`config.mk`:
```
export PLATFORM = sky130hd
export DESIGN_NAME = vmac_ram
export DESIGN_NICKNAME = d
export VERILOG_FILES = /design/src/rtl/core/vmac_ram.sv
export SDC_FILE = /design/constraint.sdc
export NUM_CORES = 1
export LEC_CHECK = 0
export ABC_AREA = 1
export BUFFER_PORTS_ARGS = -buffer_cell sky130_fd_sc_hd__buf_2
export CORE_MARGIN = 4
export CORE_UTILIZATION = 60
export CTS_BUF_LIST = sky130_fd_sc_hd__clkbuf_8
export CTS_CLUSTER_DIAMETER = 80
export DETAILED_ROUTE_END_ITERATION = 12
export GPL_TIMING_DRIVEN = 0
export HOLD_SLACK_MARGIN = 0.15
export MAX_ROUTING_LAYER = met4
export PLACE_DENSITY = 0.78
export SLEW_MARGIN = 20
export SYNTH_ARGS = -nofsm -noshare
export SYNTH_HDL_FRONTEND = slang
export SYNTH_SLANG_ARGS = --single-unit
```
`constraint.sdc`:
```
create_clock -name clk_i -period 2.31 [get_ports clk_i]
set_input_delay 0.3465 -clock clk_i [delete_from_list [all_inputs] [get_ports clk_i]]
set_output_delay 0.3465 -clock clk_i [all_outputs]
set_load 0.03 [all_outputs]
```
`src/rtl/core/vmac_ram.sv`:
```
// Generic single-port RAM with registered read data.
`default_nettype none
module vmac_ram #(
  parameter int unsigned Width = 8,
  parameter int unsigned Depth = 16
) (
  input  wire logic                     clk_i,
  input  wire logic                     we_i,
  input  wire logic [$clog2(Depth)-1:0] addr_i,
  input  wire logic [Width-1:0]         wdata_i,
  output      logic [Width-1:0]         rdata_o
);
  logic [Width-1:0] mem_q [Depth];

  always_ff @(posedge clk_i) begin
    if (we_i) begin
      mem_q[addr_i] <= wdata_i;
    end
    rdata_o <= mem_q[addr_i];
  end
endmodule
`default_nettype wire

```
==> impl_metrics.ini, run 1 <==
[timing]
finClkSkew_ns = 0.00935
hold_viol = 0
slew_headroom_pct = 49.1
setup-tns-final_ns = 0
period_share_pct = 78.8
rsz0062_at_grt = no
period_minus_slack_ns = 1.82
fmax_mhz = 549
worst_pin_slew_ns = 0.761
setup_viol = 0
drv_slew = 0
fin_ws_ns = 0.490

[clocking]
clk_path_buf_depth = 2
cts.reportedPaths.clkPinSlew_ns = 0.08
cts_tree = done
htreeDepth = 4
post-cts-setup-buffer-count = 0
clock-sinks = 136
cts_resized = 0
cts-buffers-inserted = 17
cts-root-buf = clkbuf_8
insertion_delay_ns = 0.44
hold_buffers = 0

[placement]
gp_congestion = 0.880
place_inst = 676
place_ws_ns = 0.0465
port_buffers = 20
placed_area_um2 = 5830
dp_hpwl_um = 7610

[global_route]
antenna_found_initial = 0
grt_use_met2_pct = 36.8
top_usage_layer = met2
grt_max_degree = 17
grt_pass1_wl_um = 18800
grt.total_usage_pct = 23.9
grt_pass1_vias = 3640
grtUsageMet1_pct = 31.2
gr-usage-met3_pct = 5.30
gr-total-overflow = 0

[yosys]
yosysSeqAreaShare_pct = 71.6
synth_nets = 562
syn_inst = 548
ys_seq_elements = 136
ys_warn_count = 0
synth.distinct_cells = 11
synth_area_per_cell_um2 = 10.2
netlist_area_um2 = 5590

[finish]
layoutNonFillerInstCount = 708
area_growth_pct = 11.1
post_route_cells_drive_above_1_share_pct = 11.5
finalNetCount = 601
post-route-util_pct = 69.9
diodes = 0
design_area_um2 = 6210

[power]
ir_drop_v = 0.000512
p_per_area_nw_per_um2 = 810
p_leak_nw = 2.68

[worst_setup_path]
start_kind = input pin
crit_path_end_kind = register
critical_path.max_fanout = 10
arrival_ns = 1.89
critPathKind = input pin to register
required_ns = 2.38

[route]
drc = 0
drt-total-wl_um = 11800
vias = 3752
drtPass1Iterations = 6
wl_per_cell_um = 16.7
via_per_inst = 5.30
drt_iter0_markers = 357
postRouteAntennaNets = 0

[min_path]
hold_class = input pin to register

[die]
io_pins = 22
start_util_pct = 62.9
core_um2 = 8890
fp.dieW_um = 105
die_h_um = 105
rows = 34
die-area_um2 = 10900

[run_status]
status = complete, no violations

[job]
maxCapViolations = 0
-- Yosys cell counts --
| cell type | instances | area share (%) |
|---|---|---|
| buf_2 | 12 | 1.1 |
| buf_4 | 6 | 0.81 |
| clkbuf_1 | 3 | 0.20 |
| clkinv_1 | 1 | 0.067 |
| dfxtp_1 | 8 | 2.9 |
| edfxtp_1 | 128 | 69 |
| inv_1 | 21 | 1.4 |
| inv_2 | 1 | 0.067 |
| nand2_1 | 346 | 23 |
| nand3_1 | 4 | 0.36 |
| nor2_1 | 18 | 1.2 |
-- kinds of logic (layout without fill, tap and decap cells) --
family | Yosys count | in the layout | synth area share, %
buf+inv | 44 | 96 | 3.62
flops | 136 | 136 | 71.6
simple gates | 368 | 368 | 24.8
-- placed cells by master (no fill, tap or decap), drive strengths merged --
| cell type | n |
|---|---|
| dfxtp | 8 |
| nor2 | 18 |
| clkinv | 5 |
| clkinvlp | 5 |
| bufinv | 2 |
| nand3 | 4 |
| edfxtp | 128 |
| nand2 | 346 |
| clkbuf | 20 |
| buf | 38 |
| inv | 26 |
-- report_power, final --
part | internal [mW] | switching [mW] | total (mW)
Combinational | 0.0946 | 0.269 | 0.363
Sequential | 2.76 | 0.0144 | 2.77
Clock | 0.958 | 0.943 | 1.90
-- per-stage QoR --
| step | total power [mW] | hold WS (ns) |
|---|---|---|
| after floorplan | 3.05 | 0.445 |
| final | 5.03 | 0.319 |
| after global routing | 5.22 | 0.298 |
| after CTS | 5.05 | 0.291 |
| after global placement | 3.17 | 0.694 |
| after detailed placement | 3.19 | 0.709 |
-- worst paths after layout --
kind | startpoint | endpoint | slack, ns | cells past startpoint
worst min register to register | mem_q[8][3] | rdata_o[3] | 0.72 | 8
worst max register to register | mem_q[13][0] | rdata_o[0] | 1.26 | 8
worst min-delay path | wdata_i[6] | mem_q[12][6] | 0.32 | 1
worst max-delay path | addr_i[1] | mem_q[2][1] | 0.49 | 4
-- worst max-delay path: stages --
cell and delay (ns):
buf_2 0.16, clkbuf_1 0.41, nand3_1 0.31, nor2_1 0.66
-- cell type report --
type | instances | area (um^2)
Buffer | 21 | 116
Clock buffer | 17 | 234
Clock inverter | 15 | 150
Fill cell | 612 | 2680
Inverter | 23 | 86.3
Multi-Input combinational cell | 368 | 1390
Sequential cell | 136 | 4000
Tap cell | 108 | 135
Timing Repair Buffer | 20 | 100
-- flip-flops by register name (all words and copies together) (netlist names) --
signal and cells:
mem_q 128, rdata_o 8
-- layer usage --
layer | part of all wire, % | up-vias
met3 | 6.8 | 30
met2 | 49 | 148
met1 | 42 | 1749
li1 | - | 1825
met4 | 2.4 | 0
met5 | 0 | -
No activity file was read; power rests on OpenSTA's default activity.
==> inputs of run 2 (changes only) <==
==> constraint.sdc (replaced) <==
create_clock -name clk_i -period 1.68 [get_ports clk_i]
set_input_delay 0.252 -clock clk_i [delete_from_list [all_inputs] [get_ports clk_i]]
set_output_delay 0.252 -clock clk_i [all_outputs]
set_load 0.03 [all_outputs]
==> impl_metrics.ini, run 2 (synthesis results as in run 1) <==
[global_route]
grt_max_degree = 17
gr-total-overflow = 0
antenna_found_initial = 0
grt.total_usage_pct = 23.9
grt_pass1_vias = 3640
grt_pass1_wl_um = 18800

[timing]
setup_viol = 0
period_minus_slack_ns = 1.67
slew_headroom_pct = 50.9
drv_slew = 0
finClkSkew_ns = 0.0131
worst_pin_slew_ns = 0.734
hold_viol = 0
rsz0062_at_grt = yes
period_share_pct = 99.5
fmax_mhz = 598

[worst_setup_path]
critPathSlowestCell = nor2_1
start_kind = input pin
arrival_ns = 1.74
endpoint = mem_q[3][1]
reg2reg_to = rdata_o[0]
path_buf_inv = 2
required_ns = 1.75
cp.depth = 4
crit_path_end_kind = register
r2r_start = mem_q[14][0]
cp_cell_sequence = buf_2, clkbuf_1, nand3_1, nor2_1
crit_path_start = addr_i[1]
critical_path.max_fanout = 10
reg2regPathDepth = 8
max_stage_delay_ns = 0.65
crit_family = simple AND/OR/NAND/NOR gates
critPathKind = input pin to register
rrSetupSlack_ns = 0.64

[finish]
reg.largest.list = mem_q x128, rdata_o x8
most-common-layout-cells = nand2_1, edfxtp_1, buf_2
diodes = 0
area_growth_pct = 11.6
multi_input_area_um2 = 1420
final_common_cell = nand2_1
regMostFlops = mem_q
largest_register_ffs = 128
finalNetCount = 601
design_area_um2 = 6240
seqCellArea_um2 = 4000
num-fill-cells = 611
post_route_cells_drive_above_1_share_pct = 13.5

[clocking]
cts-buffers-inserted = 17
cts-root-buf = clkbuf_8
clock-sinks = 136
cts.reportedPaths.clkPinSlew_ns = 0.08
clk_path_buf_depth = 2
hold_buffers = 0
insertion_delay_ns = 0.45
cts_tree = done
htreeDepth = 4

[power]
p_per_area_nw_per_um2 = 1110
ir_drop_v = 0.000702
p_leak_nw = 2.68
power_mw = 6.93

[placement]
port_buffers = 20
placed_area_um2 = 5830
dp_hpwl_um = 7610
gp_congestion = 0.880

[route]
drtPass1Iterations = 5
via_per_inst = 5.27
drt-total-wl_um = 11900
wl_per_cell_um = 16.8
vias = 3733
drc = 0
postRouteAntennaNets = 0
drt_iter0_markers = 268

[die]
rows = 34
start_util_pct = 62.9
fp.dieW_um = 105
core_um2 = 8890
io_pins = 22
die-area_um2 = 10900
die_h_um = 105

[min_path]
hold_class = input pin to register

[job]
maxCapViolations = 0

[run_status]
status = complete, no violations
run 2: cell count changes in the layout (fill, tap and decap cells not counted):
cell,delta
nor2_2,+12
nor2_1,-12
run 2: layout make-up:
| class | count | share of cell area (%) |
|---|---|---|
| flip-flops and latches | 136 | 64.1 |
| plain buffers | 21 | 1.86 |
| clock inverters | 15 | 2.41 |
| well taps | 108 | 2.16 |
| inverters | 23 | 1.38 |
| repair buffers | 20 | 1.60 |
| multi-input cells | 368 | 22.7 |
| clock buffers | 17 | 3.75 |
run 2: through the flow:
stage / cells / setup WS, ns / hold slack (ns) / utilization (%) / TNS, ns
after floorplan: 548 / 0.0508 / 0.351 / - / 0
after global placement: 676 / -0.444 / 0.665 / 65.6 / -44.69
after detailed placement: 676 / -0.489 / 0.674 / 65.6 / -50.84
after CTS: 708 / 0.00394 / 0.197 / 69.9 / 0
after global routing: 708 / -0.160 / 0.204 / 70.2 / -3.08
final: 708 / 0.00830 / 0.223 / 70.2 / 0
run 2: worst min path at each step:
| stage | start | endpoint | slack [ns] | cells after the start |
|---|---|---|---|---|
| 2_1_floorplan | wdata_i[0] | mem_q[0][0] | 0.35 | 0 |
| 3_3_place_gp | wdata_i[6] | mem_q[1][6] | 0.67 | 1 |
| 3_5_place_dp | wdata_i[6] | mem_q[1][6] | 0.67 | 1 |
| 4_1_cts | wdata_i[6] | mem_q[8][6] | 0.20 | 1 |
| 5_1_grt | wdata_i[5] | mem_q[12][5] | 0.20 | 1 |
| 6_report | wdata_i[5] | mem_q[12][5] | 0.22 | 1 |
run 2: repair_timing:
| item | in CTS | in global routing |
|---|---|---|
| endpoints found under the setup margin | 0 | 110 |
| gates resized for setup | 0 | 12 |
| buffers inserted | 0 | 0 |
run 2: power breakdown:
part	internal (mW)	switching, mW	total, mW	leakage [nW]
registers	3.79	0.0197	3.81	1.22
logic	0.131	0.374	0.505	1.28
clock network	1.32	1.30	2.62	0.180
run 2: worst register-to-register path: cells and delay by family, from the launching register on:
family | cells | cell delay [ns]
and+or+nand+nor | 7 | 0.48
DFF | 1 | 0.40
buffers and inverters | 1 | 0.06
run 2: per-layer routing:
metal	track usage, %	up-vias	wire (um)
li1	-	1824	-
met1	31.2	1715	4930
met2	36.8	164	5810
met3	5.30	30	827
met4	9.59	0	295
met5	-	-	0
